**config.mk**
```make
export PLATFORM = sky130hd
export DESIGN_NAME = bf3_queue
export DESIGN_NICKNAME = d
export VERILOG_FILES = /design/src/hw/rtl/box_filter_3x3_stream_macros.svh /design/src/hw/rtl/bf3_pkg.sv /design/src/hw/rtl/bf3_queue.sv
export SDC_FILE = /design/constraint.sdc
export NUM_CORES = 1
export LEC_CHECK = 0
export ABC_AREA = 1
export BUFFER_PORTS_ARGS = -buffer_cell sky130_fd_sc_hd__buf_2
export CORE_AREA = 2 2 184 186
export DETAILED_ROUTE_END_ITERATION = 10
export DIE_AREA = 0 0 186 188
export PLACE_DENSITY = 0.7
export SYNTH_ARGS = -nofsm -noshare
export SYNTH_HDL_FRONTEND = slang
export SYNTH_SLANG_ARGS = --single-unit
```
**constraint.sdc**
```tcl
create_clock -name clk -period 2.75 [get_ports clk]
set_clock_uncertainty 0.1 [all_clocks]
set_input_delay 0.4125 -clock clk [delete_from_list [all_inputs] [get_ports clk]]
set_output_delay 0.4125 -clock clk [all_outputs]
set_load 0.02 [all_outputs]
```
**src/hw/rtl/box_filter_3x3_stream_macros.svh**
```systemverilog
// Assertion macros for the box filter RTL.
`ifndef BOX_FILTER_3X3_STREAM_MACROS_SVH
`define BOX_FILTER_3X3_STREAM_MACROS_SVH
`ifndef SYNTH
`define BF3_ASSERT_IMP(lbl, clk, rst_n, ante, cons) \
  lbl: assert property (@(posedge clk) disable iff (!rst_n) (ante) |-> (cons)) \
    else $error("box filter assertion failed");
`define BF3_ASSERT_NXT(lbl, clk, rst_n, ante, cons) \
  lbl: assert property (@(posedge clk) disable iff (!rst_n) (ante) |=> (cons)) \
    else $error("box filter assertion failed");
`else
`define BF3_ASSERT_IMP(lbl, clk, rst_n, ante, cons)
`define BF3_ASSERT_NXT(lbl, clk, rst_n, ante, cons)
`endif
`endif

```
**src/hw/rtl/bf3_pkg.sv**
```systemverilog
`default_nettype none
package bf3_pkg;

  localparam int PIX_W      = 16;
  localparam int CFG_W_BITS = 11;
  localparam int CFG_H_BITS = 16;
  localparam int CFG_DATA_W = 16;
  localparam int CFG_IDX_W  = 1;
  localparam int CS_W       = PIX_W + 2;
  localparam int SUM_W      = PIX_W + 4;

  localparam logic [CFG_IDX_W-1:0] CFG_IMAGE_WIDTH  = 1'b0;
  localparam logic [CFG_IDX_W-1:0] CFG_IMAGE_HEIGHT = 1'b1;

  localparam int CFG_RESET_WIDTH  = 128;
  localparam int CFG_RESET_HEIGHT = 128;

  // Division by nine is a multiplication by ceil(2^23 / 9), exact for sums below 2^21.
  localparam int               RECIP_SHIFT = 23;
  localparam int               RECIP_W     = 20;
  localparam logic [RECIP_W-1:0] RECIP     = 20'd932068;
  localparam int               MULT_W      = SUM_W + RECIP_W;
  localparam logic [SUM_W-1:0] MEAN_ROUND  = 20'd4;

  localparam int NUM_SLOTS      = 4;
  localparam int SLOT_CENTER    = 0;
  localparam int SLOT_ROW_END   = 1;
  localparam int SLOT_LAST_ROW  = 2;
  localparam int SLOT_FRAME_END = 3;

  localparam int QUEUE_DEPTH = 4;
  localparam int QPTR_W      = $clog2(QUEUE_DEPTH);

  typedef struct packed {
    logic [SUM_W-1:0]     sum4;
    logic                 center_mean;
    logic [PIX_W-1:0]     p11;
    logic [PIX_W-1:0]     p12;
    logic [PIX_W-1:0]     p21;
    logic [PIX_W-1:0]     p22;
    logic [NUM_SLOTS-1:0] emit;
  } bf3_job_t;

  typedef struct packed {
    logic full;
    logic empty;
  } bf3_qstat_t;

endpackage
`default_nettype wire

```
**src/hw/rtl/bf3_queue.sv**
```systemverilog
`default_nettype none
module bf3_queue
  import bf3_pkg::*;
(
  input  wire logic     clk,
  input  wire logic     rst_n,
  input  wire logic     push,
  input  wire bf3_job_t push_job,
  input  wire logic     pop,
  output bf3_job_t      head_job,
  output bf3_qstat_t    q_stat
);

  bf3_job_t          slots_r [QUEUE_DEPTH];
  logic [QPTR_W-1:0] wr_ptr_r, rd_ptr_r;
  logic [QPTR_W:0]   count_r, count_nxt;

  assign q_stat.full  = count_r == (QPTR_W + 1)'(QUEUE_DEPTH);
  assign q_stat.empty = count_r == '0;
  assign head_job     = slots_r[rd_ptr_r];

  always_comb begin
    count_nxt = count_r;
    if (push && !pop) begin
      count_nxt = count_r + (QPTR_W + 1)'(1);
    end else if (pop && !push) begin
      count_nxt = count_r - (QPTR_W + 1)'(1);
    end
  end

  always_ff @(posedge clk) begin
    if (!rst_n) begin
      wr_ptr_r <= '0;
      rd_ptr_r <= '0;
      count_r  <= '0;
    end else begin
      count_r <= count_nxt;
      if (push) begin
        wr_ptr_r <= wr_ptr_r + QPTR_W'(1);
      end
      if (pop) begin
        rd_ptr_r <= rd_ptr_r + QPTR_W'(1);
      end
    end
  end

  always_ff @(posedge clk) begin
    if (push) begin
      slots_r[wr_ptr_r] <= push_job;
    end
  end

endmodule
`default_nettype wire

```
==> flow_metrics.tcl <==
set metrics [dict create \
    worstSkewPairLatency_ns 0.50 \
    timing.final.crit_share_pct 94.2 \
    tightest_slew_ns 0.624 \
    cts_tree "done" \
    finalMaxSlewViolations 0 \
    h-tree-depth 2 \
    yosysMostFrequentCell "edfxtp_1" \
    fillers 2814 \
    grt_pass1_wl_um 44500 \
    power_density_nw_per_um2 756 \
    synthFlopType "edfxtp_1" \
    clkSlewWorstSetupHoldPaths_ns 0.06 \
    nets 1231 \
    ys_top_cells_by_count "356 x edfxtp_1, 183 x nor2_1, 153 x o21ai_0" \
    synth.avg_cell_area_sq_um 14.8 \
    fin_util_pct 49.8 \
    die_height_um 188 \
    status "complete, no violations" \
    drtAntennaViolNets 0 \
    worst_ep_required_time_ns 2.24 \
    tns_ns 0 \
    crit_arrival_ns 2.08 \
    holdBufCountCts 25 \
    dp_hpwl_um 17000 \
    cts_resized 0 \
    synth_area_leaders "edfxtp_1 79%, o21ai_0 5.6%, nor2_1 5.0%, o22ai_1 4.1%, dfxtp_1 1.3%" \
    postSynthCellCount 919 \
    maxCapViolations 0 \
    vias 8357 \
    end_kind "primary output" \
    cts-buffers-inserted 38 \
    gr-total-overflow 0 \
    grt_start_max_net_pins 93 \
    antenna_found_initial 7 \
    avgRoutedWirePerCell_um 18.1 \
    finalHoldViolations 0 \
    synth_edf_count 356 \
    peakVddDrop_mv 0.440 \
    synth_area_sq_um 13600 \
    path_class "reg2out" \
    final_layout_size_suffix_gt1_share_pct 22.4 \
    pin_count 184 \
    ys_seq_elements 365 \
    synth_fp_nets 1018 \
    slew-limit-headroom_pct 58.3 \
    max_freq_ghz 0.386 \
    synth_cell_type_count 21 \
    drt-total-wl_um 29100 \
    coreArea_sq_um 33100 \
    hp-class "in2reg" \
    clockBufferDepth 3 \
    cts_setup_buffers 0 \
    p_leak_uw 0.00572 \
    ctsRootBufferMaster "clkbuf_16" \
    die_area_sq_um 35000 \
    critPathLaunchType "flip-flop" \
    fin_crit_ns 2.59 \
    drt_pass1_iterations 5 \
    vias_per_cell 5.19 \
    drt_iter0_markers 644 \
    numClockSinks 365 \
    async_reset_ff_share_pct 0 \
    setup_viol 0 \
    path_max_fanout 52 \
    start_util_pct 41.1 \
    track_usage_pct 16.4 \
    gp_congestion 0.740 \
    grt_pass1_vias 8129 \
    portBuffers 183 \
    yosysSeqAreaShare_pct 79.8 \
    grt_setup_unrepaired "no" \
    dieWidth_um 186 \
    rows 67 \
    syn_to_final_growth_pct 21.0 \
    synth_top_area_share_pct 78.5 \
    yosysTopAreaCell "edfxtp_1" \
    yosys_warnings 0 \
    drcViolationCount 0 \
]
==> layout by cell type, fill, tap and decap left out, types with 4 or more instances in the layout <==
cell / n
a21oi_1: 4
buf_12: 11
buf_2: 183
buf_4: 10
clkbuf_1: 11
clkbuf_16: 39
clkinv_1: 8
clkinvlp_4: 5
dfxtp_1: 7
diode_2: 4
dlygate4sd3_1: 27
edfxtp_1: 356
ha_1: 5
inv_1: 11
nand2_1: 9
nor2_1: 183
o21ai_0: 153
o21ai_1: 31
o22ai_1: 89
==> worst max-delay path, stage by stage, from the launching register on <==
cell and delay (ns):
dfxtp_4 0.39, buf_4 0.44, o21ai_0 0.17, o22ai_1 0.32
buf_2 0.23
==> path summary, 6_finish.rpt <==
kind         cells past startpoint   startpoint  slack [ns]              to
max                              4    flip-flop        0.16     head_job[2]
min                              1  push_job[4]        0.02   slots_r[3][4]
max reg2reg                      5  wr_ptr_r[0]        0.63  slots_r[2][74]
min reg2reg                      1  rd_ptr_r[1]        0.34       flip-flop
==> sequential cells by signal, indices dropped and copies added, names as in the netlist, named ones only <==
register / flops
rd_ptr_r: 2
slots_r: 356
wr_ptr_r: 2
count_r: 3
==> power breakdown <==
| group | total [uW] | switching, uW | internal (uW) | leakage [uW] |
|---|---|---|---|---|
| logic | 1290 | 891 | 399 | 0.00182 |
| registers | 6410 | 56.6 | 6360 | 0.00335 |
| clock network | 4750 | 1970 | 2790 | 0.000555 |
==> area by class of cell <==
type | count | area, sq um | share of cell area, %
Clock inverter | 16 | 130 | 0.789
Clock buffer | 50 | 1020 | 6.17
Multi-Input combinational cell | 479 | 2320 | 14.1
Sequential cell | 365 | 10900 | 66.0
Timing Repair Buffer | 231 | 1480 | 8.99
Inverter | 17 | 83.8 | 0.509
Antenna cell | 4 | 10.0 | 0.0607
Tap cell | 448 | 561 | 3.40
==> cells by family after synthesis <==
| logic type | after synthesis | synth area share, % |
|---|---|---|
| buf+inv | 75 | 3.12 |
| flops | 365 | 79.8 |
| simple gates | 196 | 5.45 |
| fa+ha+maj | 6 | 0.606 |
| compound gates | 277 | 11.0 |
==> layer usage <==
| metal | global-route usage [%] | wire [um] | vias to the layer above |
|---|---|---|---|
| met5 | 0 | 46 | - |
| met4 | 4.88 | 612 | 8 |
| met3 | 4.14 | 2600 | 52 |
| met2 | 26.2 | 13800 | 325 |
| met1 | 22.2 | 12100 | 4074 |
| li1 | - | - | 3898 |
==> metrics by stage <==
stage	hold slack [ns]	instance area (sq um)	power [uW]	setup slack (ns)	cells
3_5_place_dp	0.336	15100	7800	0.609	1513
5_1_grt	0.00172	16500	12900	0.0571	1606
4_1_cts	0.0000685	16500	12600	0.126	1604
2_1_floorplan	0.312	13600	7290	0.267	919
6_report	0.0174	16500	12500	0.160	1610
3_3_place_gp	0.351	15100	7770	0.625	1513
No activity file was read; power rests on OpenSTA's default activity.
