--- src/hw/rtl/box_filter_3x3_stream_macros.svh ---
// Assertion macros for the box filter RTL.
`ifndef BOX_FILTER_3X3_STREAM_MACROS_SVH
`define BOX_FILTER_3X3_STREAM_MACROS_SVH
`ifndef SYNTH
`define BF3_ASSERT_IMP(lbl, clk, rst_n, ante, cons) \
  lbl: assert property (@(posedge clk) disable iff (!rst_n) (ante) |-> (cons)) \
    else $error("box filter assertion failed");
`define BF3_ASSERT_NXT(lbl, clk, rst_n, ante, cons) \
  lbl: assert property (@(posedge clk) disable iff (!rst_n) (ante) |=> (cons)) \
    else $error("box filter assertion failed");
`else
`define BF3_ASSERT_IMP(lbl, clk, rst_n, ante, cons)
`define BF3_ASSERT_NXT(lbl, clk, rst_n, ante, cons)
`endif
`endif

--- src/hw/rtl/bf3_pkg.sv ---
`default_nettype none
package bf3_pkg;

  localparam int PIX_W      = 16;
  localparam int CFG_W_BITS = 11;
  localparam int CFG_H_BITS = 16;
  localparam int CFG_DATA_W = 16;
  localparam int CFG_IDX_W  = 1;
  localparam int CS_W       = PIX_W + 2;
  localparam int SUM_W      = PIX_W + 4;

  localparam logic [CFG_IDX_W-1:0] CFG_IMAGE_WIDTH  = 1'b0;
  localparam logic [CFG_IDX_W-1:0] CFG_IMAGE_HEIGHT = 1'b1;

  localparam int CFG_RESET_WIDTH  = 128;
  localparam int CFG_RESET_HEIGHT = 128;

  // Division by nine is a multiplication by ceil(2^23 / 9), exact for sums below 2^21.
  localparam int               RECIP_SHIFT = 23;
  localparam int               RECIP_W     = 20;
  localparam logic [RECIP_W-1:0] RECIP     = 20'd932068;
  localparam int               MULT_W      = SUM_W + RECIP_W;
  localparam logic [SUM_W-1:0] MEAN_ROUND  = 20'd4;

  localparam int NUM_SLOTS      = 4;
  localparam int SLOT_CENTER    = 0;
  localparam int SLOT_ROW_END   = 1;
  localparam int SLOT_LAST_ROW  = 2;
  localparam int SLOT_FRAME_END = 3;

  localparam int QUEUE_DEPTH = 4;
  localparam int QPTR_W      = $clog2(QUEUE_DEPTH);

  typedef struct packed {
    logic [SUM_W-1:0]     sum4;
    logic                 center_mean;
    logic [PIX_W-1:0]     p11;
    logic [PIX_W-1:0]     p12;
    logic [PIX_W-1:0]     p21;
    logic [PIX_W-1:0]     p22;
    logic [NUM_SLOTS-1:0] emit;
  } bf3_job_t;

  typedef struct packed {
    logic full;
    logic empty;
  } bf3_qstat_t;

endpackage
`default_nettype wire

--- src/hw/rtl/bf3_back.sv ---
`default_nettype none
module bf3_back
  import bf3_pkg::*;
(
  input  wire logic         clk,
  input  wire logic         rst_n,
  input  wire bf3_job_t     head_job,
  input  wire bf3_qstat_t   q_stat,
  output logic              pop,
  output logic              out_valid,
  input  wire logic         out_ready,
  output logic [PIX_W-1:0]  out_pixel,
  output logic              out_is_border,
  output logic              out_frame_last
);

  logic [NUM_SLOTS-1:0] done_r, rem, pick, rest;
  logic                 load;
  logic                 out_valid_r;
  logic [PIX_W-1:0]     pixel_r, pixel_nxt;
  logic                 border_r, border_nxt;
  logic                 last_r, last_nxt;
  logic [MULT_W-1:0]    prod;
  logic [PIX_W-1:0]     mean;

  assign rem  = head_job.emit & ~done_r;
  assign pick = rem & (~rem + NUM_SLOTS'(1));
  assign rest = rem & ~pick;
  assign load = !q_stat.empty && (!out_valid_r || out_ready);
  assign pop  = load && (rest == '0);

  assign prod = MULT_W'(head_job.sum4) * MULT_W'(RECIP);
  assign mean = prod[RECIP_SHIFT +: PIX_W];

  always_comb begin
    pixel_nxt  = head_job.p22;
    border_nxt = 1'b1;
    last_nxt   = 1'b0;
    if (pick[SLOT_CENTER]) begin
      pixel_nxt  = head_job.center_mean ? mean : head_job.p11;
      border_nxt = !head_job.center_mean;
    end else if (pick[SLOT_ROW_END]) begin
      pixel_nxt = head_job.p12;
    end else if (pick[SLOT_LAST_ROW]) begin
      pixel_nxt = head_job.p21;
    end else begin
      last_nxt = pick[SLOT_FRAME_END];
    end
  end

  always_ff @(posedge clk) begin
    if (!rst_n) begin
      done_r      <= '0;
      out_valid_r <= 1'b0;
    end else begin
      if (load) begin
        done_r      <= pop ? '0 : (done_r | pick);
        out_valid_r <= 1'b1;
      end else if (out_ready) begin
        out_valid_r <= 1'b0;
      end
    end
  end

  always_ff @(posedge clk) begin
    if (load) begin
      pixel_r  <= pixel_nxt;
      border_r <= border_nxt;
      last_r   <= last_nxt;
    end
  end

  assign out_valid      = out_valid_r;
  assign out_pixel      = pixel_r;
  assign out_is_border  = border_r;
  assign out_frame_last = last_r;

endmodule
`default_nettype wire

--- config.mk ---
export PLATFORM = sky130hd
export DESIGN_NAME = bf3_back
export DESIGN_NICKNAME = d
export VERILOG_FILES = /design/src/hw/rtl/box_filter_3x3_stream_macros.svh /design/src/hw/rtl/bf3_pkg.sv /design/src/hw/rtl/bf3_back.sv
export SDC_FILE = /design/constraint.sdc
export NUM_CORES = 1
export LEC_CHECK = 0
export ABC_AREA = 0
export BUFFER_PORTS_ARGS = -buffer_cell sky130_fd_sc_hd__buf_2
export CAP_MARGIN = 5
export CORE_MARGIN = 8
export CORE_UTILIZATION = 59
export CTS_CLUSTER_DIAMETER = 30
export DETAILED_ROUTE_END_ITERATION = 6
export PLACE_DENSITY = 0.83
export SETUP_SLACK_MARGIN = 0.5
export SYNTH_ARGS = -nofsm -noshare
export SYNTH_HDL_FRONTEND = slang
export SYNTH_SLANG_ARGS = --single-unit
export TNS_END_PERCENT = 5
--- constraint.sdc ---
create_clock -name clk -period 6.59 [get_ports clk]
set_input_delay 0.659 -clock clk [delete_from_list [all_inputs] [get_ports clk]]
set_output_delay 0.659 -clock clk [all_outputs]
set_load 0.005 [all_outputs]
==> impl_metrics.json <==
{
  "num_rows": 38,
  "vias": 5413,
  "required_ps": 6680,
  "core_um2": 10840,
  "grt_max_degree": 35,
  "yosysWarnings": 0,
  "clkSinkCount": 23,
  "rsz0062_at_grt": "no",
  "grt_pass1_wl_mm": 27.30,
  "fillers": 845,
  "hold_buffers": 0,
  "finalClockSkew_ps": 10.05,
  "worst_pin_slew_ps": 1154,
  "yosysTopAreaCell": "fa_1",
  "clk_pin_slew_worst_paths_ps": 90,
  "use_met2_pct": 43.80,
  "drtAntennaViolNets": 0,
  "final_max_slew_viol_count": 0,
  "setup_violations": 0,
  "tns_ps": 0,
  "hold_class": "register to register",
  "cp_max_fo": 6,
  "grt_pass1_vias": 5856,
  "routedWlPerCell_um": 17.93,
  "met1_usage_pct": 25.68,
  "crit_chain": "buf_2, inv_1, fa_1, inv_1, ha_1, inv_1, fa_1, inv_1, fa_1, fa_1, inv_1, fa_1, inv_1, ha_4, nand4_1, o211ai_1, a21oi_4, or4_1, a22oi_2, xnor2_1, a221oi_2",
  "initial_utilization_pct": 60.60,
  "globalRouteTotalUtil_pct": 22.76,
  "crit_arrival_ps": 6050,
  "cts_made_buffers": 3,
  "io_buffers": 112,
  "status": "completed",
  "clk_latency_ps": 270,
  "synthToLayoutAreaGrowth_pct": 12.59,
  "synth_seq_area_share_pct": 9.752,
  "multi_input_area_um2": 5328,
  "avgViaCountPerCell": 5.722,
  "hold_viol": 0,
  "diodes": 0,
  "overflow": 0,
  "antenna_found_initial": 0,
  "slowest_stage": "fa_1",
  "max-slew-margin-rel_pct": 22.69,
  "htreeDepth": 1,
  "max_freq_ghz": 0.1679,
  "ff_latch_area_um2": 640.6,
  "critPathCaptureType": "register",
  "dr.pass1.iters": 5,
  "busiest_layer": "met2",
  "grt_use_met3_pct": 2.234,
  "ios": 114,
  "die_height_um": 121.5,
  "layout.nets": 1131,
  "synthDistinctLibCells": 50,
  "place.gp.congestion": 0.9375,
  "synth.net_count": 1026,
  "max_stage_delay_ps": 560,
  "synth_top_area_share_pct": 27.12,
  "synth_flop_cell": "edfxtp_1",
  "drtIter0Drc": 372,
  "drv_cap": 0,
  "clock_path_buffers": 2,
  "postSynthCellCount": 702,
  "crit_top_cell": "inv_1",
  "ys_ff_latch": 23,
  "fin_crit_ps": 5957,
  "worstSetupPathType": "input pin to register",
  "dieArea_um2": 14770,
  "async_reset_ff_share_pct": 0,
  "period_share_pct": 90.40,
  "crit_path_start_kind": "input pin",
  "synth-edff-count": 18,
  "finalWirelength_mm": 16.96,
  "syn-cell-area_um2": 6569,
  "place_hpwl_mm": 15.06,
  "drive_above_1_share_pct": 16.87,
  "avgSynthCellArea_um2": 9.357,
  "cts_tree": "built",
  "cts-root-buf": "clkbuf_8",
  "synthTopCellsByArea": "fa_1 27%, ha_1 27%, inv_1 9.3%, edfxtp_1 8.2%, a21oi_1 3.4%",
  "drc_errors": 0,
  "die_w_um": 121.5
}
[logic make-up (layout without fill, tap and decap cells)]
kind of cell	after synthesis	after routing	synth area share, %
compound gates	122	122	11.89
xor+xnor	26	26	3.467
fa+ha+maj	231	231	54.13
buf+inv	180	284	10.30
flops	23	23	9.752
mux	19	19	2.895
simple gates	101	101	7.562
[critical path: cells and delay by family]
family	cells	cell delay, ps
simple gates	2	670
fa+ha+maj	7	3270
xor+xnor	1	100
buf+inv	7	500
compound gates	4	840
[synthesized netlist by cell type, types with 2 or more instances]
cell / instances
o21bai_1: 4
o221ai_1: 5
xnor2_1: 13
fa_1: 89
o31ai_1: 2
a31oi_1: 8
ha_1: 141
nand2_1: 29
o21a_1: 2
dfxtp_1: 5
nand2b_1: 4
a21boi_0: 2
nand3b_1: 5
or2_2: 2
a21oi_1: 45
inv_1: 163
xor2_1: 13
nand4_1: 7
edfxtp_1: 18
o211ai_1: 3
o21ai_0: 22
mux2i_1: 19
nor2_1: 27
nor3b_1: 4
a221oi_1: 3
a21o_1: 12
nand3_1: 6
clkbuf_1: 15
a211oi_1: 3
a2bb2oi_1: 2
nor3_1: 5
and3_1: 2
nor2b_1: 5
[through the flow]
stage               std cells  hold WS, ps  utilization (%)  area (um^2)  setup WS, ps
detailed placement        941        471.8            67.09         7273         341.0
finish                    946        486.8            68.22         7396         632.6
global route              946        503.8            68.22         7396         475.4
floorplan                 702        437.4                -         6569         817.2
global placement          941        461.8            67.09         7273         418.5
CTS                       945        483.3            67.52         7320         622.1
[registers in the layout, indices dropped and copies added (netlist names)]
register and flops:
done_r 4, out_frame_last 1, out_is_border 1, out_pixel 16
out_valid 1
[final timing paths]
check | from | end | slack [ps] | cells past startpoint
min reg2reg | done_r[3]$_SDFFE_PN0P_ | done_r[3]$_SDFFE_PN0P_ | 490 | 2
max reg2reg | done_r[2]$_SDFFE_PN0P_ | out_pixel[3]$_DFFE_PP_ | 4390 | 5
max | head_job[70] | out_pixel[12]$_DFFE_PP_ | 630 | 21
min | done_r[3]$_SDFFE_PN0P_ | done_r[3]$_SDFFE_PN0P_ | 490 | 2
[metal layers]
| layer | vias to the layer above | routed length (um) |
|---|---|---|
| li1 | 2536 | - |
| met1 | 2644 | 6375 |
| met2 | 199 | 9397 |
| met3 | 34 | 708 |
| met4 | 0 | 478 |
| met5 | - | 0 |
[placed cells by master (no fill, tap or decap), types with 3 or more instances in the layout]
master / synthesis / layout
fa_1: 89 / 89
nor3b_1: 4 / 4
a21o_1: 12 / 12
nor2b_2: 0 / 3
buf_2: 1 / 112
nor3_1: 5 / 5
clkbuf_8: 0 / 3
ha_1: 141 / 137
xor2_1: 13 / 13
dfxtp_1: 5 / 5
nor2_1: 27 / 27
edfxtp_1: 18 / 18
buf_4: 0 / 4
nand3_1: 6 / 6
ha_4: 0 / 4
nand2_1: 29 / 29
o221ai_1: 5 / 5
a211oi_1: 3 / 3
o21ai_0: 22 / 21
o211ai_1: 3 / 3
o21bai_1: 4 / 4
nand4_1: 7 / 7
nand3b_1: 5 / 5
a21oi_1: 45 / 45
mux2i_1: 19 / 19
xnor2_1: 13 / 13
a31oi_1: 8 / 7
nand2b_1: 4 / 4
inv_1: 163 / 163
[cell type report]
cell class	instances	area share (%)
Multi-Input combinational cell	499	72.04
Timing Repair Buffer	116	7.985
Tap cell	140	2.368
Sequential cell	23	8.662
Clock buffer	3	0.5583
Inverter	164	8.323
Clock inverter	1	0.06767
[what timing repair did]
action                     in CTS  in global routing
setup buffers                   0                  1
gates resized for setup         0                  9
setup endpoints to repair       0                  3
Power is left out: the tool's default activity adds up to more than one toggle a clock period on the data nets, which glitch-free logic cannot reach.
